<file path="config.mk">
export PLATFORM = sky130hd
export DESIGN_NAME = cvk_front_flat
export DESIGN_NICKNAME = d
export VERILOG_FILES = /design/src/rtl/core/cvk_pkg.sv /design/src/rtl/core/cvk_in_if.sv /design/src/rtl/core/cvk_cfg_if.sv /design/src/rtl/core/cvk_front.sv /design/src/flat_wrapper.sv
export SDC_FILE = /design/constraint.sdc
export NUM_CORES = 1
export LEC_CHECK = 0
export BUFFER_PORTS_ARGS = -buffer_cell sky130_fd_sc_hd__buf_2
export CELL_PAD_IN_SITES_DETAIL_PLACEMENT = 0
export CELL_PAD_IN_SITES_GLOBAL_PLACEMENT = 1
export CORE_AREA = 4 4 168 170
export CTS_CLUSTER_SIZE = 24
export DETAILED_ROUTE_END_ITERATION = 10
export DIE_AREA = 0 0 172 174
export HOLD_SLACK_MARGIN = 0.06
export PLACE_DENSITY_LB_ADDON = 0.1
export SYNTH_ARGS = -nofsm -noshare
export SYNTH_HDL_FRONTEND = slang
export SYNTH_SLANG_ARGS = --single-unit
</file>
<file path="constraint.sdc">
create_clock -name clk -period 3.07 [get_ports clk]
set_input_delay 0 -clock clk [delete_from_list [all_inputs] [get_ports clk]]
set_output_delay 0 -clock clk [all_outputs]
set_load 0.005 [all_outputs]
</file>
<file path="src/rtl/core/cvk_pkg.sv">
`timescale 1ns / 1ps

package cvk_pkg;

  // defaults for the top-level parameters
  localparam int DEF_MAX_WIDTH      = 4096;
  localparam int DEF_MAX_HALF       = 3;
  localparam int DEF_COEF_FRAC_BITS = 10;

  // queue between front and back
  localparam int QDEPTH = 4;

  // job field widths sized for the largest parameter values
  localparam int COL_FW  = 14;
  localparam int SLOT_FW = 4;

  // coefficient times 8-bit channel, both as signed
  localparam int PROD_W = 25;

  // register reset values
  localparam logic [12:0] RST_WIDTH  = 13'd640;
  localparam logic [15:0] RST_HEIGHT = 16'd480;
  localparam logic [1:0]  RST_HALF   = 2'd1;

  typedef enum logic {
    OP_COEF  = 1'b0,
    OP_PIXEL = 1'b1
  } op_t;

  typedef enum logic [1:0] {
    REG_WIDTH  = 2'd0,
    REG_HEIGHT = 2'd1,
    REG_HALF   = 2'd2
  } reg_t;

  // one classified item handed from front to back
  typedef struct packed {
    op_t                 op;
    logic [5:0]          cidx;
    logic signed [15:0]  cval;
    logic [31:0]         pixel;
    logic [1:0]          k;
    logic [SLOT_FW-1:0]  slot;
    logic [COL_FW-1:0]   col;
    logic                filt;
    logic                pass;
    logic [15:0]         frow;
    logic [11:0]         fcol;
    logic [15:0]         prow;
    logic [11:0]         pcol;
  } job_t;

endpackage

</file>
<file path="src/rtl/core/cvk_in_if.sv">
`timescale 1ns / 1ps

interface cvk_in_if;
  logic               valid;
  logic               ready;
  logic               operation;
  logic [5:0]         coef_index;
  logic signed [15:0] coef_value;
  logic [31:0]        pixel_in;

  modport source (output valid, operation, coef_index, coef_value, pixel_in, input ready);
  modport sink   (input valid, operation, coef_index, coef_value, pixel_in, output ready);
endinterface

</file>
<file path="src/rtl/core/cvk_cfg_if.sv">
`timescale 1ns / 1ps

interface cvk_cfg_if;
  logic        valid;
  logic        ready;
  logic [1:0]  index;
  logic [15:0] data;

  modport source (output valid, index, data, input ready);
  modport sink   (input valid, index, data, output ready);
endinterface

</file>
<file path="src/rtl/core/cvk_front.sv">
`timescale 1ns / 1ps

module cvk_front #(
  parameter int MAX_WIDTH = cvk_pkg::DEF_MAX_WIDTH,
  parameter int MAX_HALF  = cvk_pkg::DEF_MAX_HALF
) (
  input  logic          clk,
  input  logic          rst,
  cvk_in_if.sink        items,
  cvk_cfg_if.sink       cfg,
  input  logic          q_full,
  output logic          push,
  output cvk_pkg::job_t job
);
  import cvk_pkg::*;

  localparam int AW = $clog2(MAX_WIDTH);
  localparam int LR = 2 * MAX_HALF;
  localparam int SW = $clog2(LR);
  localparam int CW = 18;

  logic [12:0]   image_width;
  logic [15:0]   image_height;
  logic [1:0]    kernel_half;
  logic [15:0]   row;
  logic [AW-1:0] col;
  logic [SW-1:0] slot;

  logic [1:0]    k_eff;
  logic [CW-1:0] w_eff, h_eff, k_e, k2_e, r_e, c_e;
  logic          filt, pass;

  assign cfg.ready   = 1'b1;
  assign items.ready = !q_full;
  assign push        = items.valid && items.ready;

  always_ff @(posedge clk) begin
    if (rst) begin
      image_width  <= RST_WIDTH;
      image_height <= RST_HEIGHT;
      kernel_half  <= RST_HALF;
    end else if (cfg.valid) begin
      unique case (cfg.index)
        REG_WIDTH:  image_width  <= cfg.data[12:0];
        REG_HEIGHT: image_height <= cfg.data;
        REG_HALF:   kernel_half  <= cfg.data[1:0];
        default: ;
      endcase
    end
  end

  // effective sizes and edge classification
  always_comb begin
    k_eff = (int'(kernel_half) > MAX_HALF) ? 2'(MAX_HALF) : kernel_half;
    w_eff = (image_width == '0) ? CW'(1) : CW'(image_width);
    if (w_eff > CW'(MAX_WIDTH)) w_eff = CW'(MAX_WIDTH);
    h_eff = (image_height == '0) ? CW'(1) : CW'(image_height);
    k_e   = CW'(k_eff);
    k2_e  = k_e << 1;
    r_e   = CW'(row);
    c_e   = CW'(col);
    filt  = (r_e >= k2_e) && (c_e >= k2_e) && (r_e < h_eff) && (c_e < w_eff);
    pass  = (r_e < k_e) || (r_e + k_e >= h_eff) || (c_e < k_e) || (c_e + k_e >= w_eff);
  end

  always_comb begin
    job.op    = (items.operation == OP_PIXEL) ? OP_PIXEL : OP_COEF;
    job.cidx  = items.coef_index;
    job.cval  = items.coef_value;
    job.pixel = items.pixel_in;
    job.k     = k_eff;
    job.slot  = SLOT_FW'(slot);
    job.col   = COL_FW'(col);
    job.filt  = filt;
    job.pass  = pass;
    job.frow  = row - 16'(k_eff);
    job.fcol  = 12'(c_e - k_e);
    job.prow  = row;
    job.pcol  = 12'(col);
  end

  // raster position, line slot follows the row
  always_ff @(posedge clk) begin
    if (rst) begin
      row  <= '0;
      col  <= '0;
      slot <= '0;
    end else if (push && items.operation == OP_PIXEL) begin
      if (c_e + CW'(1) >= w_eff) begin
        col <= '0;
        if (r_e + CW'(1) >= h_eff) begin
          row  <= '0;
          slot <= '0;
        end else begin
          row  <= row + 16'd1;
          slot <= (slot == SW'(LR - 1)) ? '0 : slot + SW'(1);
        end
      end else begin
        col <= col + AW'(1);
      end
    end
  end

endmodule

</file>
<file path="src/flat_wrapper.sv">
// flat-port wrapper written by rule: the top's interface ports become plain ports
module cvk_front_flat import cvk_pkg::*;
#(
  parameter int MAX_WIDTH = cvk_pkg::DEF_MAX_WIDTH,
  parameter int MAX_HALF  = cvk_pkg::DEF_MAX_HALF
)
  (clk, rst, q_full, push, job, items_valid, items_operation, items_coef_index, items_coef_value, items_pixel_in, items_ready, cfg_valid, cfg_index, cfg_data, cfg_ready);
  cvk_in_if items_i ();
  cvk_cfg_if cfg_i ();
  input  logic clk;
  input  logic rst;
  input  logic q_full;
  output logic push;
  output cvk_pkg::job_t job;
  input wire logic [$bits(items_i.valid)-1:0] items_valid;
  input wire logic [$bits(items_i.operation)-1:0] items_operation;
  input wire logic [$bits(items_i.coef_index)-1:0] items_coef_index;
  input wire logic [$bits(items_i.coef_value)-1:0] items_coef_value;
  input wire logic [$bits(items_i.pixel_in)-1:0] items_pixel_in;
  output wire logic [$bits(items_i.ready)-1:0] items_ready;
  input wire logic [$bits(cfg_i.valid)-1:0] cfg_valid;
  input wire logic [$bits(cfg_i.index)-1:0] cfg_index;
  input wire logic [$bits(cfg_i.data)-1:0] cfg_data;
  output wire logic [$bits(cfg_i.ready)-1:0] cfg_ready;
  assign items_i.valid = items_valid;
  assign items_i.operation = items_operation;
  assign items_i.coef_index = items_coef_index;
  assign items_i.coef_value = items_coef_value;
  assign items_i.pixel_in = items_pixel_in;
  assign items_ready = items_i.ready;
  assign cfg_i.valid = cfg_valid;
  assign cfg_i.index = cfg_index;
  assign cfg_i.data = cfg_data;
  assign cfg_ready = cfg_i.ready;
  cvk_front #(.MAX_WIDTH(MAX_WIDTH), .MAX_HALF(MAX_HALF)) u_core (.clk(clk), .rst(rst), .items(items_i), .cfg(cfg_i), .q_full(q_full), .push(push), .job(job));
endmodule
</file>
==> out/qor.txt <==
Post-synthesis mux area share -> 0.304%
Setup ws final -> -0.0564 ns
Max Cap Viol -> 0
Routed vias -> 6473
Worst-Margin Slew -> 0.902 ns
Setup violations, final -> 3
Sequential share of power -> 36.0%
VDD IR max -> 155 µV
Antenna Nets Post-Route -> 0
LEAKAGE -> 4.38 nW
Post-synthesis simple-gate area fraction -> 22.1%
Clock latency on the worst-skew pair -> 0.35 ns
Largest stage delay on the critical path -> 0.36 ns
Worst min path class -> in2reg
Root Buffer -> clkbuf_16
Status -> finished, violations left
Worst setup SP type -> flip-flop
Synth Cell Area -> 0.00658 mm²
Clock-pin slew on the worst setup and hold paths -> 0.07 ns
Nets@finish -> 1240
Post-synth EDFFs -> 0
Dpl ws -> -0.179 ns
Antenna cells -> 0
Die Wd -> 172 µm
Sw Ratio -> 30.8%
Power share of the combinational group -> 19.8%
Inserted Clock Buffers -> 9
Htree depth -> 3
Post-synthesis sequential area ratio -> 18.9%
Die H -> 174 µm
Wire length of the first global-routing pass -> 38300 µm
Fin. Hold Viols -> 0
Total negative setup slack -> -0.138 ns
Core region area -> 0.0267 mm²
Multi-input gate area -> 0.00519 mm²
Drt total wl -> 25800 µm
Routability cong. -> 0.770
Initial antenna violation count -> 0
Power density cells -> 239 mW/mm²
Initial Utilization -> 24.6%
Slew headroom -> 39.8%
# DRC -> 0
Mean Syn Cell Area -> 7.75 µm²
Worst Path Required -> 3.07 ns
Setup CP Type -> reg2out
Synth Flop Type -> dfxtp_1
Data arrival time of the critical path -> 3.13 ns
Initial DRC Count -> 255
Async S/R FF share, synth -> 0%
Worst Skew -> 0.00908 ns
Row count -> 60
Ratio of cells with drive above 1 in the final layout -> 35.8%
Largest family of logic cells by synthesized area -> simple AND/OR/NAND/NOR gates
Fillcell total -> 2854
Synth Area in Adders -> 20.2%
Yosys reg bits -> 62
Vias/cell -> 4.61
Full die area -> 0.0299 mm²
Power Total -> 2.31 mW
Unique masters post-synth -> 57
Xor/xnor cell area share of the yosys netlist -> 10.8%
Critical-path cell list -> buf_8 > ha_4 > inv_2 > a21o_1 > nand2_4 > nor2_4 > nand2_2 > xnor2_2 > ha_1 > a21o_1 > a21o_1 > a21oi_2 > nor2_2 > nor4_4 > nand3_4 > buf_6
Highest clock rate -> 320 MHz
Grt ovf -> 0
Period utilization -> 102%
Ys Warns -> 0
# clock sinks -> 62
FF-to-FF setup slack -> -0.03 ns
Kind of capture point of the worst setup path -> output pin
DP HPWL -> 19700 µm
IO buf count -> 101
WL/cell -> 18.3 µm
Storage element area -> 0.00127 mm²
Clock Tree Buf Depth -> 2
Violated checks -> setup timing
Drt pass-1 iters -> 4
Slowest cell on crit path -> dfxtp_4
Most Frequent Cell on Critical Path -> a21o_1
CTS tree -> built
Critical-path maximum fanout -> 4
Compound-Gate Fraction of Synth Area -> 14.3%
Largest net degree at the start of global routing -> 41
Slew Limit Fails -> 0
Int Pwr -> 1.60 mW
I/O Pins -> 214
Global Route Usage Sum -> 16.6%
Sw power -> 0.713 mW
Vias in the first global route -> 6442
Area delta synth->final -> 47.3%
Synth Instances -> 849
RSZ-0062 raised after global routing -> true
Post-route minimum period -> 3.13 ns
Clk pwr share -> 44.2%
Final Util -> 36.3%
==> per-stage QoR <==
step	area [µm²]	std cells	hold WS (ns)
after floorplan	6630	851	0.0265
after global placement	7750	1297	0.0000346
after detailed placement	7750	1297	0.0000346
after CTS	9220	1391	0.150
after global routing	9690	1404	0.188
final	9690	1404	0.160
==> cells by family after synthesis <==
kind of cell / count (synthesis)
DFF: 62
muxes: 2
other: 2
and+or+nand+nor: 296
xor gates and xnor gates: 81
adders and majority gates: 104
AOI/OAI and AO/OA: 143
buffers and inverters: 159
==> power groups by stage <==
stage	clock, mW	combinational [mW]	sequential (mW)
4_1_cts	1.07	0.449	0.832
5_1_grt	1.09	0.507	0.834
2_1_floorplan	0	0.237	0.850
3_5_place_dp	0	0.341	0.851
6_report	1.02	0.458	0.832
3_3_place_gp	0	0.345	0.851
==> final cells by class <==
| cell class | instances | area share (%) |
|---|---|---|
| Timing Repair Buffer | 313 | 24.4 |
| Sequential cell | 62 | 13.1 |
| Clock inverter | 7 | 0.568 |
| Tap cell | 341 | 4.40 |
| Clock buffer | 9 | 2.32 |
| Multi-Input combinational cell | 630 | 53.6 |
| Inverter | 42 | 1.63 |
==> layer usage <==
| metal | global-route usage (%) | vias up | wire length, µm |
|---|---|---|---|
| li1 | - | 3258 | - |
| met1 | 22.6 | 3022 | 12200 |
| met2 | 28.2 | 174 | 12300 |
| met3 | 1.66 | 19 | 867 |
| met4 | 4.00 | 0 | 384 |
| met5 | 0 | - | 0 |
==> final timing paths <==
path | start | to | cells past startpoint
max | u_core.row[1] | job[56] | 16
min | cfg_index[0] | u_core.image_width[5] | 5
max reg2reg | u_core.row[3] | u_core.slot[1] | 14
min reg2reg | u_core.image_height[0] | u_core.image_height[0] | 2
==> registers in the layout (all words and copies together), names as in the netlist <==
signal,cells
u_core.slot,3
u_core.k_eff,2
u_core.row,16
u_core.image_height,16
u_core.image_width,13
u_core.col,12
==> critical path: cells and delay by family, from the launching register on <==
kind | cells | cell delay (ns)
compound gates | 4 | 0.64
xor+xnor | 1 | 0.12
fa+ha+maj | 2 | 0.54
buf+inv | 3 | 0.31
flops | 1 | 0.36
simple gates | 6 | 0.81
==> placed cells by master, fill, tap and decap left out, drive strengths merged, types with 5 or more instances in the layout <==
master | Yosys | layout
buf | 85 | 243
ha | 100 | 100
nand2 | 99 | 99
dlygate4sd3 | 0 | 70
nor2 | 69 | 69
dfxtp | 62 | 62
a21oi | 55 | 55
inv | 42 | 46
xnor2 | 45 | 45
xor2 | 36 | 36
o21ai | 29 | 29
nand3 | 26 | 26
nand4 | 17 | 17
nor3 | 17 | 17
nor4 | 16 | 16
a21o | 12 | 12
nand3b | 10 | 10
nor2b | 10 | 10
clkbuf | 32 | 9
a211oi | 9 | 9
and3 | 7 | 7
o21a | 6 | 6
nand2b | 6 | 6
a211o | 6 | 6
a22oi | 5 | 5
==> synthesized netlist by cell type, types with 2 or more instances <==
cell type	instances	area, µm²
nor2_1	69	259
nand3b_1	10	75.1
and3b_1	2	17.5
and3_1	7	43.8
buf_1	5	18.8
nand2_1	99	372
or3_1	2	12.5
clkbuf_1	32	120
ha_1	100	1250
nand4_1	15	93.8
nor2b_1	9	56.3
o211ai_1	3	22.5
nand4b_1	2	17.5
xor2_1	36	315
a211oi_1	8	60.1
a21o_1	12	90.1
nand2b_1	6	37.5
conb_1	2	7.51
a211o_1	5	43.8
o21a_1	6	45.0
xnor2_1	45	394
a22oi_1	5	37.5
inv_1	42	158
and4_1	2	17.5
a21oi_1	55	275
nand4_2	2	25.0
or4_1	3	22.5
o22a_1	4	35.0
o2111ai_1	3	26.3
nor3_1	17	85.1
and2_1	2	12.5
o31ai_1	3	22.5
o21ai_0	22	110
mux2i_1	2	20.0
buf_4	74	556
dfxtp_1	62	1240
o21ai_1	6	30.0
a2111oi_0	3	26.3
or2_1	2	12.5
buf_2	6	30.0
fa_1	4	80.1
nand3_1	26	130
nor4_1	15	93.8
==> repair_timing <==
action	4_1_cts	5_1_grt
setup endpoints to repair	17	29
gates resized for setup	90	68
pin swaps	45	53
hold buffers	70	0
setup buffers	10	16
endpoints found under the hold margin	85	0
Note: power is estimated with default switching activity, not from simulation.
