===== src/rtl/core/cvk_pkg.sv =====
`timescale 1ns / 1ps

package cvk_pkg;

  // defaults for the top-level parameters
  localparam int DEF_MAX_WIDTH      = 4096;
  localparam int DEF_MAX_HALF       = 3;
  localparam int DEF_COEF_FRAC_BITS = 10;

  // queue between front and back
  localparam int QDEPTH = 4;

  // job field widths sized for the largest parameter values
  localparam int COL_FW  = 14;
  localparam int SLOT_FW = 4;

  // coefficient times 8-bit channel, both as signed
  localparam int PROD_W = 25;

  // register reset values
  localparam logic [12:0] RST_WIDTH  = 13'd640;
  localparam logic [15:0] RST_HEIGHT = 16'd480;
  localparam logic [1:0]  RST_HALF   = 2'd1;

  typedef enum logic {
    OP_COEF  = 1'b0,
    OP_PIXEL = 1'b1
  } op_t;

  typedef enum logic [1:0] {
    REG_WIDTH  = 2'd0,
    REG_HEIGHT = 2'd1,
    REG_HALF   = 2'd2
  } reg_t;

  // one classified item handed from front to back
  typedef struct packed {
    op_t                 op;
    logic [5:0]          cidx;
    logic signed [15:0]  cval;
    logic [31:0]         pixel;
    logic [1:0]          k;
    logic [SLOT_FW-1:0]  slot;
    logic [COL_FW-1:0]   col;
    logic                filt;
    logic                pass;
    logic [15:0]         frow;
    logic [11:0]         fcol;
    logic [15:0]         prow;
    logic [11:0]         pcol;
  } job_t;

endpackage


===== src/rtl/core/cvk_queue.sv =====
`timescale 1ns / 1ps

module cvk_queue (
  input  logic          clk,
  input  logic          rst,
  input  logic          push,
  input  cvk_pkg::job_t push_job,
  output logic          full,
  input  logic          pop,
  output logic          valid,
  output cvk_pkg::job_t head
);
  import cvk_pkg::*;

  localparam int PW = $clog2(QDEPTH);

  job_t          mem [QDEPTH];
  logic [PW-1:0] wp, rp;
  logic [PW:0]   count;

  assign full  = (count == (PW+1)'(QDEPTH));
  assign valid = (count != '0);
  assign head  = mem[rp];

  always_ff @(posedge clk) begin
    if (push) mem[wp] <= push_job;
  end

  always_ff @(posedge clk) begin
    if (rst) begin
      wp    <= '0;
      rp    <= '0;
      count <= '0;
    end else begin
      if (push) wp <= wp + PW'(1);
      if (pop)  rp <= rp + PW'(1);
      count <= count + (PW+1)'(push) - (PW+1)'(pop);
    end
  end

endmodule


===== config.mk =====
export PLATFORM = sky130hd
export DESIGN_NAME = cvk_queue
export DESIGN_NICKNAME = d
export VERILOG_FILES = /design/src/rtl/core/cvk_pkg.sv /design/src/rtl/core/cvk_queue.sv
export SDC_FILE = /design/constraint.sdc
export NUM_CORES = 1
export LEC_CHECK = 0
export BUFFER_PORTS_ARGS = -buffer_cell sky130_fd_sc_hd__buf_4
export CORE_MARGIN = 5
export CORE_UTILIZATION = 44
export DETAILED_ROUTE_END_ITERATION = 16
export GPL_TIMING_DRIVEN = 0
export PLACE_DENSITY_LB_ADDON = 0.15
export SYNTH_ARGS = -nofsm -noshare
export SYNTH_HDL_FRONTEND = slang
export SYNTH_SLANG_ARGS = --single-unit

===== constraint.sdc =====
create_clock -name clk -period 5.1 [get_ports clk]
set_input_delay 1.02 -clock clk [delete_from_list [all_inputs] [get_ports clk]]
set_output_delay 1.02 -clock clk [all_outputs]
set_load 0.005 [all_outputs]

==> results of run 1 <==
==> flip-flops by register name (all words and copies together), names as in the netlist, named ones only <==
signal / flops
mem: 532
count: 3
wp: 2
rp: 2
==> where the power goes <==
part           switching, mW  internal [mW]  leakage [nW]
registers             0.0428           5.11          4.96
logic                  0.466          0.550          2.41
clock network           1.58           2.17         0.813
total                   2.09           7.84          8.18
==> Yosys cell counts <==
| library cell | number | share of area |
|---|---|---|
| ha_1 | 6 | 0.0038 |
| or3_1 | 1 | 0.00032 |
| xor3_1 | 1 | 0.0012 |
| buf_6 | 9 | 0.0052 |
| nand3b_1 | 1 | 0.00038 |
| dfxtp_1 | 9 | 0.0092 |
| a21bo_2 | 1 | 0.00051 |
| clkbuf_1 | 6 | 0.0011 |
| buf_2 | 15 | 0.0038 |
| mux2i_1 | 1 | 0.00051 |
| and2_1 | 4 | 0.0013 |
| nor2b_1 | 2 | 0.00064 |
| nor2_1 | 5 | 0.00096 |
| mux4_2 | 133 | 0.15 |
| xnor2_1 | 2 | 0.00089 |
| edfxtp_1 | 532 | 0.81 |
| inv_1 | 6 | 0.0011 |
| a21oi_1 | 1 | 0.00025 |
| and3_1 | 1 | 0.00032 |
| fa_1 | 1 | 0.0010 |
==> critical path, delay by kind of cell (launching register included) <==
kind,cells,cell delay [ns]
buffers and inverters,4,1.20
flip-flops,1,0.30
multiplexers,1,0.38
==> layout by cell type (no fill, tap or decap), drive strengths merged, types with 2 or more instances in the layout <==
cell,instances
clkbuf,73
nor2b,2
edfxtp,532
ha,6
and2,4
bufinv,3
xnor2,2
inv,7
buf,304
clkinv,24
clkinvlp,2
nor2,5
mux4,133
dfxtp,9
==> worst paths after layout <==
path         cells after the start  slack [ns]         end  startpoint
max                              5        1.61    head[91]   flip-flop
min                              2        0.54   flip-flop       rp[0]
min reg2reg                      2        0.54   flip-flop       rp[0]
max reg2reg                      4        3.08  mem[1][76]       wp[1]
==> metal layers <==
layer | wire, µm | GRT usage | part of all wire | vias up
met1 | 16590 | 0.2192 | 0.42 | 4644
met4 | 858 | 0.04722 | 0.022 | 4
met3 | 2768 | 0.04651 | 0.071 | 73
met5 | 21 | 0 | 0.00054 | -
li1 | - | - | - | 3859
met2 | 18920 | 0.2482 | 0.48 | 251
==> area by class of cell <==
cell class                 count  area (µm²)
sequential                   541       16160
timing repair buffer         280        2267
clock inverter                30       215.2
buffer                        30       198.9
clock buffer                  67        1464
multi-input combinational    160        3243
tap                          592       740.7
fill                        3412       19820
inverter                       6       22.52
==> cells by family after synthesis <==
| logic type | count (synthesis) |
|---|---|
| adders and majority gates | 7 |
| muxes | 134 |
| buffers and inverters | 36 |
| DFF | 541 |
| xor gates and xnor gates | 3 |
| AOI/OAI and AO/OA | 2 |
| and+or+nand+nor | 14 |
==> summary.md, run 1 <==
| Metric | Value |
|---|---|
| Critical Path AT | 2.47 ns |
| Clock slew at reported path FFs | 0.05 ns |
| Die H | 221.1 µm |
| GPL Wtd Cong | 0.6714 |
| Max Slew Vio Count | 0 |
| Die ar. | 0.04889 mm² |
| Fraction of the mapped netlist area in simple logic gates | 0.003892 |
| Port Buffers | 271 |
| Hold crit path type | reg2reg |
| RSZ-0062 raised after global routing | no |
| Placed cells | 1609 |
| #FFs+latches synth | 541 |
| Crit share post-route | 0.6839 |
| Ys Warns | 0 |
| Setup crit end kind | output pin |
| Largest net degree at the start of global routing | 56 |
| Clock Latency Late Sink | 0.58 ns |
| Final setup vio count | 0 |
| Largest family of logic cells by synthesized area | multiplexers |
| Rows | 77 |
| Max H-tree Level | 2 |
| Wire length per cell | 22.95 µm |
| Vias in the first global route | 9385 |
| Max-cap viol count | 0 |
| Pwr dens | 408.4 mW/mm² |
| Cell Area, Placed | 0.02263 mm² |
| XOR/XNOR share of the synthesized area | 0.002106 |
| TritonCTS clock tree | built |
| Outcome | complete, no violations |
| First drt pass iteration count | 4 |
| Leak | 8.181 nW |
| DP Worst Slack | 2.137 ns |
| Post-synthesis cell area | 0.01961 mm² |
| Total CTS buffers | 56 |
| Post-synthesis mux area share | 0.1533 |
| Sequential share of the synthesized area | 0.8238 |
| Number of diodes | 0 |
| Clk sinks | 541 |
| Mean Syn Cell Area | 26.61 µm² |
| Post-Synth Adder-Cell Area | 0.004849 |
| Finished Layout Cells | 1706 |
| Vias | 8831 |
| CTS Buffer Depth | 3 |
| DP HPWL | 24.33 mm |
| Cells after synthesis | 737 |
| Non-Filler Cell Area, Final | 0.02431 mm² |
| Layout net count | 1219 |
| # DRC | 0 |
| Crit-path most repeated cell | buf_2 |
| CP Launch Type | flip-flop |
| Routed wire length | 39.15 mm |
| DR iter-0 viols | 547 |
| Max incr delay on CP | 0.44 ns |
| Placeable Area | 0.04412 mm² |
| Share of layout cells above drive strength 1 | 0.4587 |
| # IOs | 272 |
| Crit path kind | reg2out |
| P&R area growth vs syn | 23.95% |
| Post-route ant nets | 0 |
| Slew headroom | 0.4342 |
| Initial Utilization | 0.4444 |
| Final Worst Setup Slack | 1.612 ns |
| Setup TNS Final | 0 ns |
| Slew @ Worst Pin | 0.8487 ns |
| Syn_nets | 881 |
| Area fraction in compound gates after synthesis | 0.0007656 |
| Total Power | 9.928 mW |
| First-pass GRT wire length | 59.12 mm |
| GRT Total Usage | 0.1584 |
| Initial antenna violation count | 2 |
| Cts hold-fix bufs | 0 |
| Gr ovfl total | 0 |
| Post-route minimum period | 3.488 ns |
| Final hold slack | 0.5409 ns |
| CP max stage cell | buf_2 |
| Clock Skew | 0.01283 ns |
| Worst Path Max Fanout | 10 |
| Post-layout util | 0.5509 |
| Netlist cell types | 20 |
| Root Driver | clkbuf_16 |
| Final hold violation count | 0 |
| Post-cts gate resize count | 0 |
| Worst vdd ir | 0.2825 mV |
| # Post-CTS Setup Buffers | 0 |
| Die X | 221.1 µm |
| Worst-path cell chain | buf_2, buf_2, buf_2, mux4_2, buf_4 |
| Required @ worst endpoint | 4.08 ns |
| Fmax | 286.7 MHz |
| DR vias/cell | 5.176 |
No activity file was read; power rests on OpenSTA's default activity.
==> run 2, diff against run 1 <==
ABC_AREA = 1   (was not set)
clock period = 3.4 ns   (was 5.1 ns; I/O delays follow)
==> run 2 against run 1 <==
Clock power up 55%. Die area is 8.7% higher. Critical path depth is 1 higher. Routed wire length grew 32%. Non-clock buffer count up 66. Sequential power rose by 49%. Global-route usage increased by 3.2 points. Combinational power rose by 64%. Core utilization is 0.27 points lower. Critical endpoint is now head[68].
==> summary.md, run 2 <==
| Metric | Value |
|---|---|
| Initial Utilization | 0.4462 (+0.001768) |
| Synth area leaders | edfxtp_1, inv_1, nand2_1, o211ai_1, a21oi_1 |
| Required @ worst endpoint | 2.72 ns (-1.36 ns) |
| Top FF cell, synth | edfxtp_1 |
| Netlist cell types | 16 (-20%) |
| Sequential share of the synthesized area | 0.7552 (-0.06866) |
| Die X | 230.5 µm (+4.2%) |
| Hold crit path type | in2reg |
| Mean Syn Cell Area | 13.30 µm² (-50%) |
| Worst Path Max Fanout | 10 (unchanged) |
| Layout net count | 2097 (+72%) |
| Non-Filler Cell Area, Final | 0.02628 mm² (+8.1%) |
| Leading cell type in the layout, fill and taps excluded | edfxtp_1 |
| Setup crit end kind | output pin |
| Async SR Flop Fraction | 0 (unchanged) |
| Commonest cells post-synth | edfxtp_1, inv_1, nand2_1 |
| #FFs+latches synth | 541 (unchanged) |
| Most flops, register | mem |
| Clock slew at reported path FFs | 0.06 ns (about the same) |
| Final setup vio count | 0 (unchanged) |
| Routed wire length | 51.70 mm (+32%) |
| Syn_nets | 1752 (+99%) |
| TritonCTS clock tree | built |
| DR iter-0 viols | 870 (+59%) |
| # IOs | 272 (unchanged) |
| Placeable Area | 0.04795 mm² (+8.7%) |
| Cell Area, Placed | 0.02453 mm² (+8.4%) |
| # Post-CTS Setup Buffers | 0 (unchanged) |
| Post-route ant nets | 0 (unchanged) |
| Clk sinks | 541 (unchanged) |
| Crit path kind | reg2out |
| Wire length per cell | 19.79 µm (-14%) |
| Max-cap viol count | 0 (unchanged) |
| Max FFs per register | 532 (unchanged) |
| Synth top area share | 0.7468 (-0.06790) |
| Vias | 13.08k (+48%) |
| Pwr dens | 577.0 mW/mm² (+41%) |
| GRT Total Usage | 0.1904 (+0.03201) |
| Slew headroom | 0.4908 (+0.05652) |
| # fillers | 3971 (+16%) |
| Largest net degree at the start of global routing | 35 (-38%) |
| Finished Layout Cells | 2612 (+53%) |
| CTS Buffer Depth | 3 (unchanged) |
| Commonest non-fill, non-tap cells in the layout | edfxtp_1, buf_4, inv_1 |
| Clock Latency Late Sink | 0.59 ns (about the same) |
| GPL Wtd Cong | 0.7430 (+11%) |
| Gr ovfl total | 0 (unchanged) |
| Final hold violation count | 0 (unchanged) |
| Placed cells | 2510 (+56%) |
| Count leader, synth | edfxtp_1 |
| Fmax | 347.8 MHz |
| First-pass GRT wire length | 77.69 mm (+31%) |
| Biggest regs | mem (532), count (3) |
| Max H-tree Level | 2 (unchanged) |
| DR vias/cell | 5.008 (-3.3%) |
| Crit share post-route | 0.8457 |
| Root Driver | clkbuf_16 |
| Max Slew Vio Count | 0 (unchanged) |
| Slew @ Worst Pin | 0.7623 ns (-0.08639 ns) |
| P&R area growth vs syn | 22.86% |
| CP Launch Type | flip-flop |
| Share of layout cells above drive strength 1 | 0.2261 (-0.2326) |
| Ys Warns | 0 (unchanged) |
| Leak | 10.34 nW (+26%) |
| Port Buffers | 271 (unchanged) |
| Critical Path AT | 2.20 ns (-0.27 ns) |
| Clock Skew | 0.01853 ns (+0.005691 ns) |
| Post-synthesis cell area | 0.02139 mm² (+9.1%) |
| Post-route minimum period | 2.875 ns |
| Die ar. | 0.05313 mm² (+8.7%) |
| First drt pass iteration count | 5 (+1) |
| Die H | 230.5 µm (+4.2%) |
| Post-cts gate resize count | 0 (unchanged) |
| Initial antenna violation count | 4 (+2) |
| Cells after synthesis | 1608 (+120%) |
| Total CTS buffers | 56 (unchanged) |
| RSZ-0062 raised after global routing | no |
| Rows | 80 (+3.9%) |
| Outcome | complete, no violations |
| Vias in the first global route | 12.92k (+38%) |
| DP HPWL | 32.60 mm (+34%) |
| # DRC | 0 (unchanged) |
| Post-synth top area cell | edfxtp_1 |
| Worst vdd ir | 0.3832 mV (+36%) |
| EDFF count, synth | 532 (unchanged) |
| Cts hold-fix bufs | 0 (unchanged) |
[run 2: cell count changes after synthesis, moves of 28 or more]
cell / change
nand2_1: +274
o21ai_0: +37
mux4_2: -133
inv_1: +276
o21ai_1: +100
o211ai_1: +133
buf_2: +28
a21oi_1: +138
[run 2: metrics by stage]
stage | setup slack [ns] | hold WS [ns] | power (mW) | TNS [ns] | util
detailed placement | 0.8079 | 0.4688 | 9.527 | 0 | 0.5117
CTS | 0.4586 | 0.2112 | 15.33 | 0 | 0.5481
floorplan | 0.2821 | 0.4356 | 8.583 | 0 | -
finish | 0.5246 | 0.2559 | 15.16 | 0 | 0.5482
global placement | -1.799 | 0.4478 | 9.494 | -913.63 | 0.5050
global route | 0.3992 | 0.2297 | 15.78 | 0 | 0.5481
[run 2: layer usage]
layer / global-route usage / vias up / share of wire
met1: 0.2624 / 6390 / 0.44
li1: - / 6308 / -
met5: 0 / - / 0.00027
met2: 0.3135 / 315 / 0.48
met3: 0.04350 / 65 / 0.057
met4: 0.04110 / 2 / 0.016
[run 2: cell type report]
| cell class | instances | area [µm²] | area share |
|---|---|---|---|
| antenna | 2 | 5.005 | 0.0001904 |
| buffer | 89 | 650.6 | 0.02475 |
| clock buffer | 67 | 1485 | 0.05651 |
| clock inverter | 33 | 260.3 | 0.009902 |
| inverter | 282 | 1074 | 0.04085 |
| multi-input combinational | 696 | 3528 | 0.1342 |
| sequential | 541 | 16160 | 0.6147 |
| tap | 615 | 769.5 | 0.02928 |
| timing repair buffer | 287 | 2355 | 0.08959 |
[run 2: cell families (layout without fill, tap and decap cells)]
family | after synthesis | after routing | share of synthesized area
compound gates | 409 | 409 | 0.1112
other cells | 0 | 2 | 0
buf+inv | 371 | 758 | 0.07989
fa+ha+maj | 7 | 7 | 0.004445
flops | 541 | 541 | 0.7552
simple gates | 280 | 280 | 0.04925
[run 2: power by group]
group / switching (mW) / internal [mW] / leakage (nW) / total, mW
Combinational: 0.966 / 0.700 / 4.52 / 1.67
Sequential: 0.0591 / 7.63 / 4.96 / 7.69
Clock: 2.42 / 3.39 / 0.853 / 5.81
[run 2: critical path, cell delays in order (launching register included)]
cell,delay [ns]
dfxtp_1,0.31
buf_2,0.14
buf_2,0.37
buf_2,0.35
o211ai_1,0.14
nand2_1,0.15
buf_4,0.13
[run 2: final timing paths]
path / start / to / slack [ns] / depth (start not counted)
setup reg to reg: wp[1] / mem[1][87] / 1.08 / 6
hold reg to reg: rp[0] / flip-flop / 0.49 / 1
setup / recovery: flip-flop / head[68] / 0.52 / 6
hold / removal: rst / count[0] / 0.26 / 2
==> run 3, diff against run 2 <==
clock period = 2.58 ns   (was 3.4 ns; I/O delays follow)
==> run 3 against run 2 <==
Clock-buffer cell count rose by 2. Clock power rose by 28%. Flip-flop and latch count unchanged. Global-route usage decreased by 0.12 points. Largest cell class unchanged. Largest power group unchanged.
==> summary.md, run 3 (same netlist as run 2, synthesis figures left out) <==
| Metric | Value |
|---|---|
| Outcome | complete, no violations |
| Share of layout cells above drive strength 1 | 0.2304 (+0.004357) |
| GPL Wtd Cong | 0.7692 (+3.5%) |
| Rows | 80 (unchanged) |
| Hold wc startpoint | rst |
| Vias in the first global route | 12.99k (+0.57%) |
| Slew @ Worst Pin | 0.7563 ns (-0.005984 ns) |
| Gr ovfl total | 0 (unchanged) |
| Die H | 230.5 µm (unchanged) |
| First drt pass iteration count | 5 (unchanged) |
| P&R area growth vs syn | 23.00% |
| Worst Path Max Fanout | 10 (unchanged) |
| Largest net degree at the start of global routing | 36 (+2.9%) |
| # DRC | 0 (unchanged) |
| Post-route ant nets | 0 (unchanged) |
| Initial Utilization | 0.4462 (unchanged) |
| Clk sinks | 541 (unchanged) |
| # Post-CTS Setup Buffers | 0 (unchanged) |
| Setup crit end kind | output pin |
| Crit path kind | reg2out |
| # fillers | 3992 (+0.53%) |
| Final setup vio count | 0 (unchanged) |
| FF+latch area | 0.01616 mm² (about the same) |
| Layout net count | 2096 (-0.048%) |
| Leak | 10.30 nW (-0.33%) |
| TritonCTS clock tree | built |
| Slew headroom | 0.4948 (+0.003998) |
| Wire length per cell | 19.82 µm (+0.13%) |
| Max FFs per register | 532 (unchanged) |
| CP Launch Type | flip-flop |
| Reg2reg start | wp[1] |
| Port Buffers | 271 (unchanged) |
| Clock Latency Late Sink | 0.59 ns (about the same) |
| Critical Path AT | 1.98 ns (-0.22 ns) |
| Placeable Area | 0.04795 mm² (unchanged) |
| DR iter-0 viols | 784 (-9.9%) |
| GRT Total Usage | 0.1892 (-0.001185) |
| Worst vdd ir | 0.5790 mV (+51%) |
| Final hold violation count | 0 (unchanged) |
| Die X | 230.5 µm (unchanged) |
| Max H-tree Level | 2 (unchanged) |
| DP HPWL | 33.03 mm (+1.3%) |
| DR vias/cell | 5.030 (+0.44%) |
| Max Slew Vio Count | 0 (unchanged) |
| Clock slew at reported path FFs | 0.06 ns (about the same) |
| Total CTS buffers | 55 (-1.8%) |
| Pwr dens | 751.9 mW/mm² (+30%) |
| Max-cap viol count | 0 (unchanged) |
| Crit share post-route | 0.9667 |
| Routed wire length | 51.70 mm (about the same) |
| Initial antenna violation count | 3 (-1) |
| # IOs | 272 (unchanged) |
| Root Driver | clkbuf_16 |
| Cts hold-fix bufs | 0 (unchanged) |
| Vias | 13.12k (+0.32%) |
| Required @ worst endpoint | 2.06 ns (-0.66 ns) |
| Post-route minimum period | 2.494 ns |
| Clock Skew | 0.009801 ns (-0.008726 ns) |
| Placed cells | 2510 (unchanged) |
| Finished Layout Cells | 2609 (-0.11%) |
| RSZ-0062 raised after global routing | yes |
| Biggest regs | mem (532), count (3) |
| CTS Buffer Depth | 3 (unchanged) |
| Hold crit path type | in2reg |
| Leading cell type in the layout, fill and taps excluded | edfxtp_1 |
| Fmax | 401.0 MHz |
| Most flops, register | mem |
| Commonest non-fill, non-tap cells in the layout | edfxtp_1, buf_4, inv_1 |
| Multi-input logic area | 0.003546 mm² (+0.50%) |
| Total Power | 19.78 mW (+30%) |
| Die ar. | 0.05313 mm² (unchanged) |
| First-pass GRT wire length | 77.27 mm (-0.55%) |
-- run 3: cell types whose count changed in the layout (fill, tap and decap cells not counted), sizes merged --
cell | before | now
buf | 374 | 355
bufinv | 4 | 3
clkbuf | 69 | 90
inv | 279 | 278
clkinv | 27 | 24
-- run 3: repair_timing --
item / in CTS / in global routing
hold endpoints to repair: 0 / 0
setup endpoints to repair: 123 / 86
gates resized for setup: 10 / 24
-- run 3: final timing paths --
| check | endpoint | slack (ns) | cells past startpoint |
|---|---|---|---|
| setup / recovery | head[62] | 0.09 | 6 |
| hold / removal | count[0] | 0.09 | 2 |
| setup reg to reg | mem[1][82] | 0.38 | 6 |
| hold reg to reg | flip-flop | 0.47 | 2 |
-- run 3: final cells by class --
type,instances,area share
well taps,615,0.02924
clock buffers,69,0.05592
inverters,282,0.04080
plain buffers,89,0.02801
multi-input cells,696,0.1348
diodes,2,0.0001902
flip-flops and latches,541,0.6141
clock inverters,28,0.007513
repair buffers,287,0.08949
-- run 3: worst max-delay path, cell delays in order, from the launching register on --
cell	delay [ns]
dfxtp_1	0.32
buf_6	0.15
buf_4	0.29
buf_4	0.25
o21ai_1	0.09
nand2_1	0.14
buf_4	0.14
-- run 3: metrics by stage --
stage | utilization | setup TNS, ns | hold slack (ns) | cell area [µm²] | setup slack, ns
after floorplan | - | -197.86 | 0.4356 | 21430 | -0.3829
after global placement | 0.5054 | -1243.37 | 0.4520 | 24230 | -2.381
after detailed placement | 0.5121 | 0 | 0.4587 | 24550 | 0.2354
after CTS | 0.5474 | 0 | 0.05157 | 26250 | 0.0008644
after global routing | 0.5487 | -0.03112 | 0.06071 | 26310 | -0.01335
final | 0.5488 | 0 | 0.09199 | 26310 | 0.08593
-- run 3: metal layers --
| metal | GRT usage | vias up | part of all wire |
|---|---|---|---|
| met2 | 0.3142 | 342 | 0.49 |
| met1 | 0.2537 | 6394 | 0.43 |
| met5 | 0 | - | 0.00035 |
| met3 | 0.03932 | 84 | 0.059 |
| met4 | 0.05735 | 2 | 0.027 |
| li1 | - | 6300 | - |
-- run 3: power by group --
group          internal (mW)  switching (mW)  total, mW  leakage [nW]
Combinational          0.943            1.27       2.21          4.53
Sequential              10.1          0.0792       10.1          4.96
Clock                   4.29            3.15       7.44         0.816
